File: config.mk
export PLATFORM = sky130hd
export DESIGN_NAME = triangle_near_clip_viewport_core
export DESIGN_NICKNAME = d
export VERILOG_FILES = /design/src/hdl/tncv_pkg.sv /design/src/hdl/tncv_muldiv.sv /design/src/hdl/tncv_dp.sv /design/src/hdl/tncv_ctrl.sv /design/src/hdl/triangle_near_clip_viewport_core.sv
export VERILOG_INCLUDE_DIRS = /design/src /design/src/hdl
export SDC_FILE = /design/constraint.sdc
export NUM_CORES = 2
export LEC_CHECK = 0
export ABC_CLOCK_PERIOD_IN_PS = 18600
export BUFFER_PORTS_ARGS = -buffer_cell sky130_fd_sc_hd__buf_2
export CORE_MARGIN = 2
export CORE_UTILIZATION = 63
export DETAILED_ROUTE_END_ITERATION = 7
export PLACE_DENSITY = 0.87
export SLEW_MARGIN = 5
export SYNTH_ARGS = -nofsm -noshare
export SYNTH_HDL_FRONTEND = slang
export SYNTH_SLANG_ARGS = --single-unit
File: constraint.sdc
create_clock -name clk_i -period 18.6 [get_ports clk_i]
set_clock_uncertainty 0.2 [all_clocks]
set_input_delay 3.72 -clock clk_i [delete_from_list [all_inputs] [get_ports clk_i]]
set_output_delay 3.72 -clock clk_i [all_outputs]
set_load 0.01 [all_outputs]
File: src/hdl/triangle_near_clip_viewport_core_assert.svh
// Assertion macros for the triangle near-clip viewport core.
`ifndef TRIANGLE_NEAR_CLIP_VIEWPORT_CORE_ASSERT_SVH
`define TRIANGLE_NEAR_CLIP_VIEWPORT_CORE_ASSERT_SVH

// Concurrent check on clk_i, off while rst_ni is low.
`define TNCV_ASSERT(lbl, prop, msg) \
  lbl: assert property (@(posedge clk_i) disable iff (!rst_ni) prop) \
    else $error(msg);

// Condition that must never hold.
`define TNCV_NEVER(lbl, expr, msg) \
  `TNCV_ASSERT(lbl, !(expr), msg)

`endif

File: src/hdl/tncv_pkg.sv
// Shared types, constants and helpers of the triangle near-clip viewport core.
package tncv_pkg;

  localparam int COORD_W = 32;
  localparam int FRAC_W  = 16;
  localparam int OPW     = COORD_W + 2;
  localparam int PROD_W  = 2 * OPW;
  localparam int CNT_W   = $clog2(PROD_W);
  localparam int FB_W    = 13;
  localparam int SCR_W   = OPW + FB_W + 1;
  localparam int NEAR_W  = FRAC_W + 1;
  localparam int CFG_W   = NEAR_W;
  localparam int NSLOT   = 5;
  localparam int SLOT_W  = 3;
  localparam int RGB_W   = 24;

  localparam logic signed [COORD_W-1:0] CMAX = {1'b0, {(COORD_W-1){1'b1}}};
  localparam logic signed [COORD_W-1:0] CMIN = {1'b1, {(COORD_W-1){1'b0}}};
  localparam logic signed [OPW-1:0] FIX_ONE = {{(OPW-FRAC_W-1){1'b0}}, 1'b1,
                                               {FRAC_W{1'b0}}};

  localparam logic [FB_W-1:0]   FBW_RST  = FB_W'(640);
  localparam logic [FB_W-1:0]   FBH_RST  = FB_W'(480);
  localparam logic [NEAR_W-1:0] NEAR_RST = NEAR_W'(66);

  localparam logic [SLOT_W-1:0] SLOT_V0 = 3'd0;
  localparam logic [SLOT_W-1:0] SLOT_V1 = 3'd1;
  localparam logic [SLOT_W-1:0] SLOT_V2 = 3'd2;
  localparam logic [SLOT_W-1:0] SLOT_E0 = 3'd3;
  localparam logic [SLOT_W-1:0] SLOT_E1 = 3'd4;

  typedef enum logic [1:0] {
    CFG_FB_WIDTH  = 2'd0,
    CFG_FB_HEIGHT = 2'd1,
    CFG_NEAR      = 2'd2
  } cfg_idx_e;

  typedef enum logic [1:0] {
    OP_EDGE,
    OP_NDC,
    OP_SCR
  } op_sel_e;

  typedef enum logic [1:0] {
    MD_IDLE,
    MD_MUL,
    MD_DIV,
    MD_DONE
  } md_state_e;

  typedef enum logic [3:0] {
    ST_IDLE,
    ST_CLASS,
    ST_E_RDIN,
    ST_E_RDOUT,
    ST_E_GO,
    ST_E_WAIT,
    ST_N_RD,
    ST_N_GO,
    ST_N_WAIT,
    ST_CULL,
    ST_S_GO,
    ST_OUT
  } ctrl_state_e;

  typedef struct packed {
    logic              load_vtx;
    logic              ld_color;
    logic [SLOT_W-1:0] wr_slot;
    logic [SLOT_W-1:0] rd_slot;
    logic              lat_in;
    logic              md_start;
    op_sel_e           op;
    logic [1:0]        comp;
    logic [1:0]        vi;
    logic              edge_wr;
    logic              ndc_wr;
    logic              scr_wr;
    logic              out_load;
    logic              out_last;
  } dp_cmd_t;

  typedef struct packed {
    logic [2:0] front;
    logic       md_done;
    logic       md_busy;
    logic       cull;
    logic       out_free;
  } dp_sts_t;

  function automatic logic signed [OPW-1:0] sext_op(input logic signed [COORD_W-1:0] v);
    return {{(OPW-COORD_W){v[COORD_W-1]}}, v};
  endfunction

  function automatic logic signed [COORD_W-1:0] sat_coord(input logic signed [COORD_W:0] v);
    if (v[COORD_W] != v[COORD_W-1]) begin
      return v[COORD_W] ? CMIN : CMAX;
    end
    return v[COORD_W-1:0];
  endfunction

endpackage

File: src/hdl/tncv_muldiv.sv
// Sequential trunc(a*b/c) unit: shift-add multiply, restoring divide, saturation.
module tncv_muldiv import tncv_pkg::*; (
  input  logic                      clk_i,
  input  logic                      rst_ni,
  input  logic                      start_i,
  input  logic signed [OPW-1:0]     a_i,
  input  logic signed [OPW-1:0]     b_i,
  input  logic signed [OPW-1:0]     c_i,
  output logic                      done_o,
  output logic                      busy_o,
  output logic signed [COORD_W-1:0] res_o
);

  md_state_e state_q, state_d;
  logic [CNT_W-1:0]  cnt_q, cnt_d;
  logic [OPW-1:0]    ma_q, ma_d, mc_q, mc_d, r_q, r_d;
  logic [PROD_W-1:0] p_q, p_d;
  logic              neg_q, neg_d, zero_q, zero_d, cz_q, cz_d;

  logic [OPW-1:0] ma, mb, mc;
  logic [OPW:0]   sum, rs;
  logic           ge, big;
  logic [COORD_W-1:0] qlo;

  assign ma = a_i[OPW-1] ? OPW'(-a_i) : a_i;
  assign mb = b_i[OPW-1] ? OPW'(-b_i) : b_i;
  assign mc = c_i[OPW-1] ? OPW'(-c_i) : c_i;

  assign sum = {1'b0, p_q[PROD_W-1:OPW]} + (p_q[0] ? {1'b0, ma_q} : '0);
  assign rs  = {r_q, p_q[PROD_W-1]};
  assign ge  = rs >= {1'b0, mc_q};

  always_ff @(posedge clk_i or negedge rst_ni) begin
    if (!rst_ni) begin
      state_q <= MD_IDLE;
    end else begin
      state_q <= state_d;
    end
  end

  always_ff @(posedge clk_i) begin
    cnt_q  <= cnt_d;
    ma_q   <= ma_d;
    mc_q   <= mc_d;
    r_q    <= r_d;
    p_q    <= p_d;
    neg_q  <= neg_d;
    zero_q <= zero_d;
    cz_q   <= cz_d;
  end

  always_comb begin
    state_d = state_q;
    cnt_d   = cnt_q;
    ma_d    = ma_q;
    mc_d    = mc_q;
    r_d     = r_q;
    p_d     = p_q;
    neg_d   = neg_q;
    zero_d  = zero_q;
    cz_d    = cz_q;
    case (state_q)
      MD_IDLE: begin
        if (start_i) begin
          ma_d   = ma;
          mc_d   = mc;
          p_d    = {{OPW{1'b0}}, mb};
          r_d    = '0;
          cnt_d  = '0;
          zero_d = (ma == '0) || (mb == '0);
          cz_d   = (mc == '0);
          // divisor sign only counts when the divisor is nonzero
          neg_d  = a_i[OPW-1] ^ b_i[OPW-1] ^ (c_i[OPW-1] && (mc != '0));
          state_d = ((ma == '0) || (mb == '0) || (mc == '0)) ? MD_DONE : MD_MUL;
        end
      end
      MD_MUL: begin
        p_d   = {sum, p_q[OPW-1:1]};
        cnt_d = cnt_q + 1'b1;
        if (cnt_q == CNT_W'(OPW-1)) begin
          cnt_d   = '0;
          state_d = MD_DIV;
        end
      end
      MD_DIV: begin
        r_d   = ge ? OPW'(rs - {1'b0, mc_q}) : rs[OPW-1:0];
        p_d   = {p_q[PROD_W-2:0], ge};
        cnt_d = cnt_q + 1'b1;
        if (cnt_q == CNT_W'(PROD_W-1)) begin
          state_d = MD_DONE;
        end
      end
      MD_DONE: state_d = MD_IDLE;
      default: state_d = MD_IDLE;
    endcase
  end

  assign big = |p_q[PROD_W-1:COORD_W-1];
  assign qlo = p_q[COORD_W-1:0];

  always_comb begin
    if (zero_q) begin
      res_o = '0;
    end else if (cz_q || big) begin
      res_o = neg_q ? CMIN : CMAX;
    end else begin
      res_o = neg_q ? COORD_W'(-qlo) : qlo;
    end
  end

  assign done_o = (state_q == MD_DONE);
  assign busy_o = (state_q != MD_IDLE);

endmodule

File: src/hdl/tncv_dp.sv
// Datapath: config registers, vertex slots, NDC/screen results, output beat register.
module tncv_dp import tncv_pkg::*; (
  input  logic                      clk_i,
  input  logic                      rst_ni,
  input  logic                      cfg_we_i,
  input  logic [1:0]                cfg_idx_i,
  input  logic [CFG_W-1:0]          cfg_wdata_i,
  input  logic signed [COORD_W-1:0] clip_x_i,
  input  logic signed [COORD_W-1:0] clip_y_i,
  input  logic signed [COORD_W-1:0] clip_z_i,
  input  logic signed [COORD_W-1:0] clip_w_i,
  input  logic [RGB_W-1:0]          color_rgb_i,
  input  logic                      color_present_i,
  input  dp_cmd_t                   cmd_i,
  output dp_sts_t                   sts_o,
  input  logic                      out_ready_i,
  output logic                      out_valid_o,
  output logic signed [COORD_W-1:0] sx0_o,
  output logic signed [COORD_W-1:0] sy0_o,
  output logic signed [COORD_W-1:0] sz0_o,
  output logic signed [COORD_W-1:0] sx1_o,
  output logic signed [COORD_W-1:0] sy1_o,
  output logic signed [COORD_W-1:0] sz1_o,
  output logic signed [COORD_W-1:0] sx2_o,
  output logic signed [COORD_W-1:0] sy2_o,
  output logic signed [COORD_W-1:0] sz2_o,
  output logic [31:0]               rgba_o,
  output logic                      last_of_run_o
);

  logic [FB_W-1:0]   fbw_q, fbh_q;
  logic [NEAR_W-1:0] near_q;

  logic signed [COORD_W-1:0] vert_q [NSLOT][4];
  logic signed [COORD_W-1:0] rd_q [4];
  logic signed [COORD_W-1:0] in_q [4];
  logic signed [COORD_W-1:0] ndc_q [3][3];
  logic signed [COORD_W-1:0] scr_q [3][2];
  logic [31:0]               rgba_q;

  logic                      out_valid_q;
  logic signed [COORD_W-1:0] sx_q [3];
  logic signed [COORD_W-1:0] sy_q [3];
  logic signed [COORD_W-1:0] sz_q [3];
  logic [31:0]               orgba_q;
  logic                      olast_q;

  logic signed [OPW-1:0]     op_a, op_b, op_c, near_op;
  logic signed [COORD_W-1:0] md_res;
  logic                      md_done, md_busy, out_free;
  logic signed [COORD_W:0]   near_s, edge_sum;
  logic [2:0]                front;
  logic                      cull;

  logic signed [OPW-1:0]     scr_a;
  logic [FB_W-1:0]           scr_size;
  logic signed [SCR_W-1:0]   scr_p, scr_h;
  logic                      scr_fit;
  logic signed [COORD_W-1:0] scr_val;

  always_ff @(posedge clk_i or negedge rst_ni) begin
    if (!rst_ni) begin
      fbw_q       <= FBW_RST;
      fbh_q       <= FBH_RST;
      near_q      <= NEAR_RST;
      out_valid_q <= 1'b0;
    end else begin
      if (cfg_we_i) begin
        case (cfg_idx_e'(cfg_idx_i))
          CFG_FB_WIDTH:  fbw_q  <= cfg_wdata_i[FB_W-1:0];
          CFG_FB_HEIGHT: fbh_q  <= cfg_wdata_i[FB_W-1:0];
          CFG_NEAR:      near_q <= cfg_wdata_i[NEAR_W-1:0];
          default: ;
        endcase
      end
      if (cmd_i.out_load) begin
        out_valid_q <= 1'b1;
      end else if (out_ready_i) begin
        out_valid_q <= 1'b0;
      end
    end
  end

  assign near_op  = $signed({{(OPW-NEAR_W){1'b0}}, near_q});
  assign near_s   = $signed({{(COORD_W+1-NEAR_W){1'b0}}, near_q});
  assign edge_sum = {in_q[cmd_i.comp][COORD_W-1], in_q[cmd_i.comp]}
                  + {md_res[COORD_W-1], md_res};

  // screen = trunc((ndc + 1) * size / 2)
  assign scr_a    = sext_op(ndc_q[cmd_i.vi][{1'b0, cmd_i.comp[0]}]) + FIX_ONE;
  assign scr_size = cmd_i.comp[0] ? fbh_q : fbw_q;
  assign scr_p    = scr_a * $signed({1'b0, scr_size});
  // bias negative products so the halving truncates toward zero
  assign scr_h    = $signed(scr_p + SCR_W'(scr_p[SCR_W-1])) >>> 1;
  assign scr_fit  = (scr_h[SCR_W-1:COORD_W-1] == '0) || (scr_h[SCR_W-1:COORD_W-1] == '1);
  assign scr_val  = scr_fit ? scr_h[COORD_W-1:0] : (scr_h[SCR_W-1] ? CMIN : CMAX);

  always_ff @(posedge clk_i) begin
    if (cmd_i.load_vtx) begin
      vert_q[cmd_i.wr_slot][0] <= clip_x_i;
      vert_q[cmd_i.wr_slot][1] <= clip_y_i;
      vert_q[cmd_i.wr_slot][2] <= clip_z_i;
      vert_q[cmd_i.wr_slot][3] <= clip_w_i;
    end else if (cmd_i.edge_wr && md_done) begin
      vert_q[cmd_i.wr_slot][cmd_i.comp] <= sat_coord(edge_sum);
    end
    if (cmd_i.ld_color) begin
      rgba_q <= {(color_present_i ? color_rgb_i : {RGB_W{1'b1}}), 8'hFF};
    end
    rd_q <= vert_q[cmd_i.rd_slot];
    if (cmd_i.lat_in) begin
      in_q <= rd_q;
    end
    if (cmd_i.ndc_wr && md_done) begin
      ndc_q[cmd_i.vi][cmd_i.comp] <= md_res;
    end
    if (cmd_i.scr_wr) begin
      scr_q[cmd_i.vi][cmd_i.comp[0]] <= scr_val;
    end
    if (cmd_i.out_load) begin
      for (int i = 0; i < 3; i++) begin
        sx_q[i] <= scr_q[i][0];
        sy_q[i] <= scr_q[i][1];
        sz_q[i] <= ndc_q[i][2];
      end
      orgba_q <= rgba_q;
      olast_q <= cmd_i.out_last;
    end
  end

  always_comb begin
    case (cmd_i.op)
      OP_EDGE: begin
        op_a = sext_op(rd_q[cmd_i.comp]) - sext_op(in_q[cmd_i.comp]);
        op_b = near_op - sext_op(in_q[3]);
        op_c = sext_op(rd_q[3]) - sext_op(in_q[3]);
      end
      OP_NDC: begin
        op_a = sext_op(rd_q[cmd_i.comp]);
        op_b = FIX_ONE;
        op_c = sext_op(rd_q[3]);
      end
      default: begin
        op_a = '0;
        op_b = '0;
        op_c = '0;
      end
    endcase
  end

  tncv_muldiv u_muldiv (
    .clk_i   (clk_i),
    .rst_ni  (rst_ni),
    .start_i (cmd_i.md_start),
    .a_i     (op_a),
    .b_i     (op_b),
    .c_i     (op_c),
    .done_o  (md_done),
    .busy_o  (md_busy),
    .res_o   (md_res)
  );

  always_comb begin
    for (int i = 0; i < 3; i++) begin
      front[i] = $signed({vert_q[i][3][COORD_W-1], vert_q[i][3]}) >= near_s;
    end
    cull = 1'b0;
    for (int k = 0; k < 2; k++) begin
      if (sext_op(ndc_q[0][k]) < -FIX_ONE && sext_op(ndc_q[1][k]) < -FIX_ONE &&
          sext_op(ndc_q[2][k]) < -FIX_ONE) begin
        cull = 1'b1;
      end
      if (sext_op(ndc_q[0][k]) > FIX_ONE && sext_op(ndc_q[1][k]) > FIX_ONE &&
          sext_op(ndc_q[2][k]) > FIX_ONE) begin
        cull = 1'b1;
      end
    end
  end

  assign out_free = !out_valid_q || out_ready_i;

  assign sts_o.front    = front;
  assign sts_o.md_done  = md_done;
  assign sts_o.md_busy  = md_busy;
  assign sts_o.cull     = cull;
  assign sts_o.out_free = out_free;

  assign out_valid_o   = out_valid_q;
  assign sx0_o         = sx_q[0];
  assign sy0_o         = sy_q[0];
  assign sz0_o         = sz_q[0];
  assign sx1_o         = sx_q[1];
  assign sy1_o         = sy_q[1];
  assign sz1_o         = sz_q[1];
  assign sx2_o         = sx_q[2];
  assign sy2_o         = sy_q[2];
  assign sz2_o         = sz_q[2];
  assign rgba_o        = orgba_q;
  assign last_of_run_o = olast_q;

endmodule

File: src/hdl/tncv_ctrl.sv
// Controller: vertex gathering, clip classification and operation sequencing.
module tncv_ctrl import tncv_pkg::*; (
  input  logic    clk_i,
  input  logic    rst_ni,
  input  logic    in_valid_i,
  output logic    in_ready_o,
  input  dp_sts_t sts_i,
  output dp_cmd_t cmd_o
);

  ctrl_state_e state_q, state_d;
  logic [1:0]  vcnt_q, vcnt_d;
  logic        e_idx_q, e_idx_d;
  logic [1:0]  k_q, k_d;
  logic [1:0]  vi_q, vi_d;
  logic        t_q, t_d;
  logic        tlast_q, tlast_d;
  logic        full_q, full_d;
  logic [SLOT_W-1:0] tri_q [2][3];
  logic [SLOT_W-1:0] tri_d [2][3];
  logic [SLOT_W-1:0] ein_q [2];
  logic [SLOT_W-1:0] ein_d [2];
  logic [SLOT_W-1:0] eout_q [2];
  logic [SLOT_W-1:0] eout_d [2];

  logic [SLOT_W-1:0] f_s, j_s, m_s, a_s, b_s, c_s;

  // single in-front vertex f with neighbors j, m; single behind vertex b
  always_comb begin
    case (sts_i.front)
      3'b001, 3'b110: begin
        f_s = SLOT_V0; j_s = SLOT_V1; m_s = SLOT_V2;
        a_s = SLOT_V1; b_s = SLOT_V0; c_s = SLOT_V2;
      end
      3'b010, 3'b101: begin
        f_s = SLOT_V1; j_s = SLOT_V0; m_s = SLOT_V2;
        a_s = SLOT_V2; b_s = SLOT_V1; c_s = SLOT_V0;
      end
      default: begin
        f_s = SLOT_V2; j_s = SLOT_V0; m_s = SLOT_V1;
        a_s = SLOT_V0; b_s = SLOT_V2; c_s = SLOT_V1;
      end
    endcase
  end

  always_ff @(posedge clk_i or negedge rst_ni) begin
    if (!rst_ni) begin
      state_q <= ST_IDLE;
      vcnt_q  <= '0;
    end else begin
      state_q <= state_d;
      vcnt_q  <= vcnt_d;
    end
  end

  always_ff @(posedge clk_i) begin
    e_idx_q <= e_idx_d;
    k_q     <= k_d;
    vi_q    <= vi_d;
    t_q     <= t_d;
    tlast_q <= tlast_d;
    full_q  <= full_d;
    tri_q   <= tri_d;
    ein_q   <= ein_d;
    eout_q  <= eout_d;
  end

  always_comb begin
    state_d = state_q;
    vcnt_d  = vcnt_q;
    e_idx_d = e_idx_q;
    k_d     = k_q;
    vi_d    = vi_q;
    t_d     = t_q;
    tlast_d = tlast_q;
    full_d  = full_q;
    tri_d   = tri_q;
    ein_d   = ein_q;
    eout_d  = eout_q;
    in_ready_o = 1'b0;
    cmd_o   = '0;
    cmd_o.op   = OP_EDGE;
    cmd_o.comp = k_q;
    cmd_o.vi   = vi_q;
    case (state_q)
      ST_IDLE: begin
        in_ready_o = 1'b1;
        cmd_o.wr_slot = {1'b0, vcnt_q};
        if (in_valid_i) begin
          cmd_o.load_vtx = 1'b1;
          if (vcnt_q == 2'd2) begin
            cmd_o.ld_color = 1'b1;
            vcnt_d  = '0;
            state_d = ST_CLASS;
          end else begin
            vcnt_d = vcnt_q + 1'b1;
          end
        end
      end
      ST_CLASS: begin
        e_idx_d = 1'b0;
        k_d     = '0;
        vi_d    = '0;
        t_d     = 1'b0;
        case ($countones(sts_i.front))
          1: begin
            ein_d[0] = f_s; eout_d[0] = j_s;
            ein_d[1] = f_s; eout_d[1] = m_s;
            tri_d[0][0] = f_s; tri_d[0][1] = SLOT_E0; tri_d[0][2] = SLOT_E1;
            tlast_d = 1'b0;
            full_d  = 1'b0;
            state_d = ST_E_RDIN;
          end
          2: begin
            ein_d[0] = c_s; eout_d[0] = b_s;
            ein_d[1] = a_s; eout_d[1] = b_s;
            tri_d[0][0] = a_s; tri_d[0][1] = c_s;     tri_d[0][2] = SLOT_E0;
            tri_d[1][0] = a_s; tri_d[1][1] = SLOT_E0; tri_d[1][2] = SLOT_E1;
            tlast_d = 1'b1;
            full_d  = 1'b0;
            state_d = ST_E_RDIN;
          end
          3: begin
            tri_d[0][0] = SLOT_V0; tri_d[0][1] = SLOT_V1; tri_d[0][2] = SLOT_V2;
            tlast_d = 1'b0;
            full_d  = 1'b1;
            state_d = ST_N_RD;
          end
          default: state_d = ST_IDLE;
        endcase
      end
      ST_E_RDIN: begin
        cmd_o.rd_slot = ein_q[e_idx_q];
        state_d = ST_E_RDOUT;
      end
      ST_E_RDOUT: begin
        cmd_o.rd_slot = eout_q[e_idx_q];
        cmd_o.lat_in  = 1'b1;
        state_d = ST_E_GO;
      end
      ST_E_GO: begin
        cmd_o.md_start = 1'b1;
        state_d = ST_E_WAIT;
      end
      ST_E_WAIT: begin
        cmd_o.edge_wr = 1'b1;
        cmd_o.wr_slot = e_idx_q ? SLOT_E1 : SLOT_E0;
        if (sts_i.md_done) begin
          if (k_q == 2'd3) begin
            k_d = '0;
            if (e_idx_q) begin
              state_d = ST_N_RD;
            end else begin
              e_idx_d = 1'b1;
              state_d = ST_E_RDIN;
            end
          end else begin
            k_d = k_q + 1'b1;
            state_d = ST_E_RDIN;
          end
        end
      end
      ST_N_RD: begin
        cmd_o.rd_slot = tri_q[t_q][vi_q];
        state_d = ST_N_GO;
      end
      ST_N_GO: begin
        cmd_o.op = OP_NDC;
        cmd_o.md_start = 1'b1;
        state_d = ST_N_WAIT;
      end
      ST_N_WAIT: begin
        cmd_o.op = OP_NDC;
        cmd_o.ndc_wr = 1'b1;
        if (sts_i.md_done) begin
          if (k_q == 2'd2) begin
            k_d = '0;
            if (vi_q == 2'd2) begin
              vi_d = '0;
              state_d = full_q ? ST_CULL : ST_S_GO;
            end else begin
              vi_d = vi_q + 1'b1;
              state_d = ST_N_RD;
            end
          end else begin
            k_d = k_q + 1'b1;
            state_d = ST_N_RD;
          end
        end
      end
      ST_CULL: begin
        state_d = sts_i.cull ? ST_IDLE : ST_S_GO;
      end
      ST_S_GO: begin
        cmd_o.op = OP_SCR;
        cmd_o.scr_wr = 1'b1;
        if (k_q == 2'd1) begin
          k_d = '0;
          if (vi_q == 2'd2) begin
            vi_d = '0;
            state_d = ST_OUT;
          end else begin
            vi_d = vi_q + 1'b1;
          end
        end else begin
          k_d = k_q + 1'b1;
        end
      end
      ST_OUT: begin
        cmd_o.out_last = (t_q == tlast_q);
        if (sts_i.out_free) begin
          cmd_o.out_load = 1'b1;
          if (t_q == tlast_q) begin
            state_d = ST_IDLE;
          end else begin
            t_d  = 1'b1;
            vi_d = '0;
            k_d  = '0;
            state_d = ST_N_RD;
          end
        end
      end
      default: state_d = ST_IDLE;
    endcase
  end

endmodule

File: src/hdl/triangle_near_clip_viewport_core.sv
// Top level of the triangle near-clip viewport core; vertices 1 and 2 are stored on arrival.
// The third vertex starts the work: each divide runs in the shared unit (34 multiply and
// 68 divide steps, start, done, operand reads). A triangle needs 9 divides, 17 with one
// vertex in front and 26 for a quad; no new vertex is taken until the triangle is done.
// Reset sets width 640, height 480, near 66, vertex count 0 and no beat pending.
module triangle_near_clip_viewport_core import tncv_pkg::*; (
  input  logic                      clk_i,
  input  logic                      rst_ni,
  input  logic                      cfg_we_i,
  input  logic [1:0]                cfg_idx_i,
  input  logic [CFG_W-1:0]          cfg_wdata_i,
  input  logic                      in_valid_i,
  output logic                      in_ready_o,
  input  logic signed [COORD_W-1:0] clip_x_i,
  input  logic signed [COORD_W-1:0] clip_y_i,
  input  logic signed [COORD_W-1:0] clip_z_i,
  input  logic signed [COORD_W-1:0] clip_w_i,
  input  logic [RGB_W-1:0]          color_rgb_i,
  input  logic                      color_present_i,
  output logic                      out_valid_o,
  input  logic                      out_ready_i,
  output logic signed [COORD_W-1:0] sx0_o,
  output logic signed [COORD_W-1:0] sy0_o,
  output logic signed [COORD_W-1:0] sz0_o,
  output logic signed [COORD_W-1:0] sx1_o,
  output logic signed [COORD_W-1:0] sy1_o,
  output logic signed [COORD_W-1:0] sz1_o,
  output logic signed [COORD_W-1:0] sx2_o,
  output logic signed [COORD_W-1:0] sy2_o,
  output logic signed [COORD_W-1:0] sz2_o,
  output logic [31:0]               rgba_o,
  output logic                      last_of_run_o
);

  dp_cmd_t cmd;
  dp_sts_t sts;

  tncv_ctrl u_ctrl (
    .clk_i      (clk_i),
    .rst_ni     (rst_ni),
    .in_valid_i (in_valid_i),
    .in_ready_o (in_ready_o),
    .sts_i      (sts),
    .cmd_o      (cmd)
  );

  tncv_dp u_dp (
    .clk_i           (clk_i),
    .rst_ni          (rst_ni),
    .cfg_we_i        (cfg_we_i),
    .cfg_idx_i       (cfg_idx_i),
    .cfg_wdata_i     (cfg_wdata_i),
    .clip_x_i        (clip_x_i),
    .clip_y_i        (clip_y_i),
    .clip_z_i        (clip_z_i),
    .clip_w_i        (clip_w_i),
    .color_rgb_i     (color_rgb_i),
    .color_present_i (color_present_i),
    .cmd_i           (cmd),
    .sts_o           (sts),
    .out_ready_i     (out_ready_i),
    .out_valid_o     (out_valid_o),
    .sx0_o           (sx0_o),
    .sy0_o           (sy0_o),
    .sz0_o           (sz0_o),
    .sx1_o           (sx1_o),
    .sy1_o           (sy1_o),
    .sz1_o           (sz1_o),
    .sx2_o           (sx2_o),
    .sy2_o           (sy2_o),
    .sz2_o           (sz2_o),
    .rgba_o          (rgba_o),
    .last_of_run_o   (last_of_run_o)
  );

`include "triangle_near_clip_viewport_core_assert.svh"

  `TNCV_ASSERT(a_load_free, cmd.out_load |-> sts.out_free, "output beat overwritten")
  `TNCV_ASSERT(a_vtx_unit_idle, (in_valid_i && in_ready_o) |-> !sts.md_busy, "vertex in busy")
  `TNCV_NEVER(a_one_result_wr, $countones({cmd.edge_wr, cmd.ndc_wr, cmd.scr_wr}) > 1, "two writes")

endmodule
==> Yosys cells after proc, flatten, opt, wreduce, memory -nomap -nowiden <==
Memory sizes are Yosys's and may differ from the RTL's. A register that Yosys moved wholly into a read port is not among the register bits.
Index checks and enable logic that the tools add are counted.
{ "totals": {"ram_bits": 1408, "mem_count": 6, "regBits": 441} }
{ "memory_table": {"columns": ["memory", "depth", "word_bits", "rd", "rd_ports_with_merged_regs", "write_ports", "line", "text"], "rows": [
  ["u_dp.vert_q", 5, 128, 4, 1, 1, "tncv_dp.sv:34", "logic signed [COORD_W-1:0] vert_q [NSLOT][4];"],
  ["u_dp.ndc_q", 3, 96, 4, 1, 1, "tncv_dp.sv:37", "logic signed [COORD_W-1:0] ndc_q [3][3];"],
  ["u_dp.scr_q", 3, 64, 3, 0, 1, "tncv_dp.sv:38", "logic signed [COORD_W-1:0] scr_q [3][2];"],
  ["u_dp.sx_q", 3, 32, 3, 0, 3, "tncv_dp.sv:42", "logic signed [COORD_W-1:0] sx_q [3];"],
  ["u_dp.sy_q", 3, 32, 3, 0, 3, "tncv_dp.sv:43", "logic signed [COORD_W-1:0] sy_q [3];"],
  ["u_dp.sz_q", 3, 32, 3, 0, 3, "tncv_dp.sv:44", "logic signed [COORD_W-1:0] sz_q [3];"]
]} }
{ "op_classes": {"reduce_logical": 65, "n_bitwise": 136, "mux": 267, "order_cmp": 24, "n_eq_ne": 47, "addsub": 18, "n_mul": 1} }
{ "ops": {"columns": ["cell", "n"], "rows": [
  ["32-bit 2-to-1 mux", 19],
  ["34-bit case mux with 2 select lines", 4],
  ["34-bit 2-to-1 mux", 6],
  ["68-bit case mux with 3 select lines", 1],
  ["32-bit binary-select mux with 2-bit select", 3],
  ["32-bit by 18-bit greater-than comparator with 1-bit output, second input constant", 6],
  ["32-bit by 17-bit < comparator with 1-bit output, second input constant", 6],
  ["1-bit 2-to-1 mux", 158],
  ["128-bit 2-to-1 mux", 1],
  ["1-bit OR", 128],
  ["34-bit logical NOT", 3],
  ["34-bit negation", 3],
  ["32-bit by 18-bit >= comparator with 1-bit output", 3],
  ["96-bit 2-to-1 mux", 1],
  ["68-bit 2-to-1 mux", 1],
  ["32-bit by 32-bit subtractor with 33-bit output", 2],
  ["32-bit demux with 2-bit select", 1],
  ["32-bit by 2-bit == test with 1-bit output, second input constant", 2],
  ["64-bit 2-to-1 mux", 1],
  ["48-bit by 1-bit adder with 48-bit output", 1],
  ["4-bit case mux with 12 select lines", 1],
  ["33-bit by 14-bit multiplier with 47-bit output", 1],
  ["2-bit 2-to-1 mux", 22],
  ["4-bit 2-to-1 mux", 10],
  ["other kinds (70)", 174]
]} }

==> Longest topological paths before layout <==
{ "depth": {"word_depth": 14, "ltp_mapped": 52} }

==> Cells and area by module <==
From an unflattened synthesis, not the netlist that was laid out.
{ "unflattened": {"hier_cells": 8865, "area_unflattened_um2": 121928.2} }
{ "by_module_without_submodules": {"columns": ["module", "cells_per_inst", "seq_area_each_um2", "area_per_inst_um2", "n_inst"], "rows": [
  ["tncv_dp", 6843, 64722.1, 104253.7, 1],
  ["tncv_muldiv", 1820, 5455.2, 15641.3, 1],
  ["tncv_ctrl", 202, 870.8, 2033.2, 1]
]} }

==> Worst setup path before layout <==
Ideal clock, no wire load.
{ "synth_path": {"path_type": "input -> register", "start": "input out_ready_i", "end": "register u_dp.olast_q (netlist: u_dp.last_of_run_o) (enable)", "arrival_time_ns": 16.766, "cell_stages": 2, "required_ns": 17.405, "setup_ns": 0.995, "setup_slack_ns": 0.639, "cell_sequence": "nor2b_1 > nor2_1"} }
{ "synth_rtl": {"columns": ["item", "line", "text"], "rows": [
  ["start, declared", "triangle_near_clip_viewport_core.sv:21", "input logic out_ready_i,"],
  ["end signal, assigned", "tncv_dp.sv:127", "olast_q <= cmd_i.out_last;"],
  ["end, declared", "tncv_dp.sv:46", "logic olast_q;"]
]} }

==> Final worst setup path <==
{ "layout_path": {"start": "register u_ctrl.k_q[0]", "end": "memory u_dp.scr_q[2][19] (netlist bit) (data pin)"} }
{ "layout_via": {"elab_chain_len": 10, "elab_cells_between_ends": 13} }
{ "layout_lines": {"columns": ["item", "line", "text"], "rows": [
  ["start, declared", "tncv_ctrl.sv:14", "logic [1:0] k_q, k_d;"],
  ["start signal, assigned", "tncv_ctrl.sv:58", "k_q <= k_d;"],
  ["1-bit NOT with 3-bit output (implied by the code)", "tncv_dp.sv:90", "assign scr_a = sext_op(ndc_q[cmd_i.vi][{1'b0, cmd_i.comp[0]}]) + FIX_ONE;"],
  ["32-bit binary-select mux with 2-bit select", "tncv_dp.sv:90", null],
  ["32-bit 2-to-1 mux (implied by the code) (2 in series)", "tncv_dp.sv:90", null],
  ["32-bit by 18-bit adder with 33-bit output", "tncv_dp.sv:90", null],
  ["33-bit by 14-bit multiplier with 47-bit output *", "tncv_dp.sv:92", "assign scr_p = scr_a * $signed({1'b0, scr_size});"],
  ["48-bit by 1-bit adder with 48-bit output *", "tncv_dp.sv:94", "assign scr_h = $signed(scr_p + SCR_W'(scr_p[SCR_W-1])) >>> 1;"],
  ["17-bit == test / 17-bit logical NOT (equally long branches)", "tncv_dp.sv:95", "assign scr_fit = (scr_h[SCR_W-1:COORD_W-1] == '0) || (scr_h[SCR_W-1:COORD_W-1] == '1);"],
  ["1-bit logical OR", "tncv_dp.sv:95", null],
  ["32-bit 2-to-1 mux *", "tncv_dp.sv:96", "assign scr_val = scr_fit ? scr_h[COORD_W-1:0] : (scr_h[SCR_W-1] ? CMIN : CMAX);"],
  ["net u_dp.scr_val[19]", "tncv_dp.sv:59", "logic signed [COORD_W-1:0] scr_val;"],
  ["end, declared", "tncv_dp.sv:38", null]
]} }
The timed path passes the listed nets; every way through them passes the cells marked *. The select of a mux whose other input is x is not followed.

==> impl_metrics.prom <==
# TYPE chip_impl_metric gauge
chip_impl_info{name="outcome",value="finished, violations left"} 1
chip_impl_info{name="violated_checks",value="DRC"} 1
chip_impl_info{name="timing.critical_path.to_type",value="flop"} 1
chip_impl_metric{name="maxSlewHeadroom",unit="%"} 5.689
chip_impl_metric{name="cp_max_fo",unit=""} 95
chip_impl_metric{name="ys_seq_elements",unit=""} 2419
chip_impl_metric{name="routed_wirelength",unit="um"} 382800
chip_impl_metric{name="yosys.area.top_type_share",unit="%"} 54.30
chip_impl_info{name="critical-path-top-cell-by-count",value="sky130_fd_sc_hd__fa_1"} 1
chip_impl_metric{name="post-route-min-period",unit="ns"} 15.30
chip_impl_metric{name="finalNetCount",unit=""} 12170
chip_impl_metric{name="worstRegToRegCells",unit=""} 45
chip_impl_info{name="cts_tree",value="done"} 1
chip_impl_metric{name="finalMaxSlewViolations",unit=""} 0
chip_impl_metric{name="mappedNetlistArea",unit="sq um"} 123700
chip_impl_metric{name="postCtsResizedCells",unit=""} 0
chip_impl_metric{name="cts_inserted_buffers",unit=""} 228
chip_impl_metric{name="total_setup_buffers_inserted_after_cts",unit=""} 0
chip_impl_metric{name="reg2reg_slack",unit="ns"} 3.30
chip_impl_info{name="worst_setup_path_startpoint",value="u_ctrl.k_q[0]"} 1
chip_impl_metric{name="floorplan.initialDensity",unit="%"} 63.45
chip_impl_metric{name="die_width",unit="um"} 447.1
chip_impl_metric{name="clkSlewWorstSetupHoldPaths",unit="ns"} 0.07
chip_impl_info{name="end_of_the_worst_register_to_register_path",value="u_dp.scr_q[2][19]"} 1
chip_impl_info{name="cts-root-buf",value="sky130_fd_sc_hd__clkbuf_16"} 1
chip_impl_metric{name="route.vias.total",unit=""} 91410
chip_impl_metric{name="netlist_instances",unit=""} 10450
chip_impl_metric{name="cts-hold-fix-buffers",unit=""} 0
chip_impl_info{name="top_layer_used",value="met5"} 1
chip_impl_info{name="post_synth_most_frequent_cells",value="sky130_fd_sc_hd__edfxtp_1 (2237), sky130_fd_sc_hd__nand2_1 (1821), sky130_fd_sc_hd__nand3_1 (906), sky130_fd_sc_hd__inv_1 (666), sky130_fd_sc_hd__nor2_1 (502)"} 1
chip_impl_metric{name="floorplan.core_area",unit="sq um"} 195000
chip_impl_info{name="grt_setup_unrepaired",value="no"} 1
chip_impl_info{name="critPathLaunchType",value="flop"} 1
chip_impl_metric{name="grt_start_max_net_pins",unit=""} 212
chip_impl_metric{name="count_of_flip_flops_with_a_built_in_enable_after_synthesis",unit=""} 2237
chip_impl_info{name="worst_r2r_startpoint",value="u_ctrl.k_q[0]"} 1
chip_impl_info{name="synth.largest_area_cell",value="sky130_fd_sc_hd__edfxtp_1"} 1
chip_impl_info{name="critical_path.slowest_cell",value="sky130_fd_sc_hd__xor2_1"} 1
chip_impl_info{name="synth_flop_cell",value="sky130_fd_sc_hd__edfxtp_1"} 1
chip_impl_metric{name="synth_cell_type_count",unit=""} 119
chip_impl_metric{name="firstDrtPassIters",unit=""} 8
chip_impl_metric{name="overflow",unit=""} 0
chip_impl_metric{name="floorplan.die_area",unit="sq um"} 199900
chip_impl_metric{name="clk_path_buf_depth",unit=""} 3
chip_impl_metric{name="std_cell_rows",unit=""} 162
chip_impl_info{name="post-synth-top-count-cell",value="sky130_fd_sc_hd__edfxtp_1"} 1
chip_impl_metric{name="tightestPinTransition",unit="ns"} 1.413
chip_impl_metric{name="met2_wirelength",unit="um"} 177600
chip_impl_metric{name="synthesis.area_per_instance",unit="sq um"} 11.84
chip_impl_metric{name="grt_antenna_before_repair",unit=""} 38
chip_impl_metric{name="wl_per_cell",unit="um"} 27.17
chip_impl_metric{name="final_antenna_net_count",unit=""} 0
chip_impl_metric{name="setup_viol",unit=""} 0
chip_impl_metric{name="crit_arrival",unit="ns"} 15.69
chip_impl_metric{name="cts_sinks",unit=""} 2419
chip_impl_metric{name="global_route.usage.total",unit="%"} 38.00
chip_impl_metric{name="first_pass_grt_wire_length",unit="um"} 559400
chip_impl_metric{name="synth_warnings",unit=""} 0
chip_impl_metric{name="post-dp-hpwl",unit="um"} 261600
chip_impl_info{name="worst_setup_path_endpoint",value="u_dp.scr_q[2][19]"} 1
chip_impl_metric{name="port_buffers",unit=""} 491
chip_impl_metric{name="fin_crit_sh",unit="%"} 82.24
chip_impl_metric{name="count_of_maximum_capacitance_violations",unit=""} 0
chip_impl_metric{name="remaining_drc_errors",unit=""} 2
chip_impl_metric{name="proportion_of_synthesized_flip_flops_having_asynchronous_set_or_reset",unit="%"} 2.150
chip_impl_metric{name="clk-insertion-delay-late",unit="ns"} 0.98
chip_impl_metric{name="via_per_inst",unit=""} 6.488
chip_impl_metric{name="max_freq",unit="GHz"} 0.06537
chip_impl_metric{name="synth-seq-area-share",unit="%"} 57.46
chip_impl_metric{name="number_of_global_route_vias_before_repair",unit=""} 89380
chip_impl_metric{name="floorplan.die.height",unit="um"} 447.1
chip_impl_metric{name="final_tns_setup",unit="ns"} 0
chip_impl_metric{name="htree_num_levels",unit=""} 4
chip_impl_metric{name="gp_congestion",unit=""} 1.006
chip_impl_metric{name="critPathMaxStageDelay",unit="ns"} 1.00
chip_impl_info{name="hold_path.class",value="reg -> reg"} 1
chip_impl_metric{name="drt_first_iter_violations",unit=""} 13390
chip_impl_metric{name="ios",unit=""} 500
chip_impl_metric{name="wl_met1",unit="um"} 127700
chip_impl_info{name="timing_worst_setup_path_type",value="reg -> reg"} 1
chip_impl_metric{name="detailroute.wirelength.met3",unit="um"} 43390
chip_impl_metric{name="drive_gt1_share",unit="%"} 12.55
chip_impl_info{name="synth_area_leaders",value="sky130_fd_sc_hd__edfxtp_1 (54%), sky130_fd_sc_hd__fa_1 (6.4%), sky130_fd_sc_hd__nand2_1 (5.5%)"} 1
chip_impl_metric{name="cp.required",unit="ns"} 18.99
chip_impl_metric{name="final_report_hold_violation_count",unit=""} 0
chip_impl_metric{name="areaGrowthSynthToFinish",unit="%"} 12.15
flip-flops by register name (all words and copies together) (netlist names), 34 cells and up, named ones only:
signal              flops
u_dp.sz_q              96
u_dp.scr_q            192
u_dp.u_muldiv.r_q      34
u_dp.u_muldiv.ma_q     34
u_dp.u_muldiv.p_q      68
u_dp.u_muldiv.mc_q     34
u_dp.sx_q              96
u_dp.rd_q             128
u_dp.vert_q          1024
u_dp.in_q             128
u_dp.ndc_q            352
u_dp.sy_q              96
metal layers:
layer | track usage (%) | vias up
li1 | - | 38880
met1 | 45.65 | 44170
met2 | 60.14 | 6801
met3 | 8.775 | 1529
met4 | 28.38 | 24
met5 | 0 | -
critical path: cells and delay by family (launching register included):
kind,cells,cell delay [ns]
adders and majority gates,8,3.65
xor gates and xnor gates,1,1.00
DFF,1,0.41
AOI/OAI and AO/OA,7,1.56
and+or+nand+nor,21,5.71
buffers and inverters,8,2.28
through the flow:
stage | area, sq um | setup WS (ns) | cells | utilization, % | hold WS, ns
2_1_floorplan | 125200 | 0.6394 | 10840 | - | 0.2003
3_3_place_gp | 130800 | 3.686 | 13630 | 67.06 | 0.2005
3_5_place_dp | 130800 | 3.334 | 13630 | 67.06 | 0.2045
4_1_cts | 138700 | 3.256 | 14050 | 71.11 | 0.1987
5_1_grt | 138700 | 2.324 | 14060 | 71.12 | 0.2036
6_report | 138700 | 3.303 | 14090 | 71.16 | 0.1974
cells in the final DEF (no fill, tap or decap), types with 230 or more instances in the layout:
| master | Yosys | layout |
|---|---|---|
| sky130_fd_sc_hd__nor2_1 | 502 | 472 |
| sky130_fd_sc_hd__edfxtp_1 | 2237 | 2237 |
| sky130_fd_sc_hd__conb_1 | 2 | 394 |
| sky130_fd_sc_hd__inv_1 | 666 | 666 |
| sky130_fd_sc_hd__buf_2 | 44 | 491 |
| sky130_fd_sc_hd__clkbuf_16 | 0 | 230 |
| sky130_fd_sc_hd__nand3_1 | 906 | 906 |
| sky130_fd_sc_hd__fa_1 | 396 | 396 |
| sky130_fd_sc_hd__nand2_1 | 1821 | 1817 |
| sky130_fd_sc_hd__a21oi_1 | 378 | 367 |
| sky130_fd_sc_hd__ha_1 | 363 | 361 |
| sky130_fd_sc_hd__o21ai_0 | 282 | 281 |
layout make-up:
cell class	count	area [sq um]
tap	2624	3283
timing repair buffer	663	3824
sequential	2419	71090
multi-input combinational	7255	50050
clock buffer	282	6121
fill	12500	56240
antenna	35	87.58
clock inverter	143	1783
inverter	668	2507
cells by family after synthesis:
family	synth area share (%)
XOR/XNOR	2.237
AND/OR/NAND/NOR	15.09
AO/OA/AOI/OAI	7.691
multiplexers	3.749
buffers and inverters	3.667
flip-flops	57.46
adder cells (fa/ha/maj)	10.10
other	0.006070
how the worst min path moves through the flow:
stage	start	to	slack, ns	cells past startpoint
finish	u_dp.scr_q[2][29]	u_dp.sy_q[0][93]	0.20	0
global placement	u_dp.rgba_q[10]	u_dp.rgba_o[10]	0.20	0
global route	u_dp.scr_q[2][29]	u_dp.sy_q[0][93]	0.20	0
CTS	u_dp.scr_q[2][29]	u_dp.sy_q[0][93]	0.20	0
detailed placement	u_dp.rgba_q[16]	u_dp.rgba_o[16]	0.20	0
floorplan	u_dp.rgba_q[10]	u_dp.rgba_o[10]	0.20	0
Power is not shown: default switching activity piles up to over one toggle a cycle in this logic, so the estimate is an artifact.
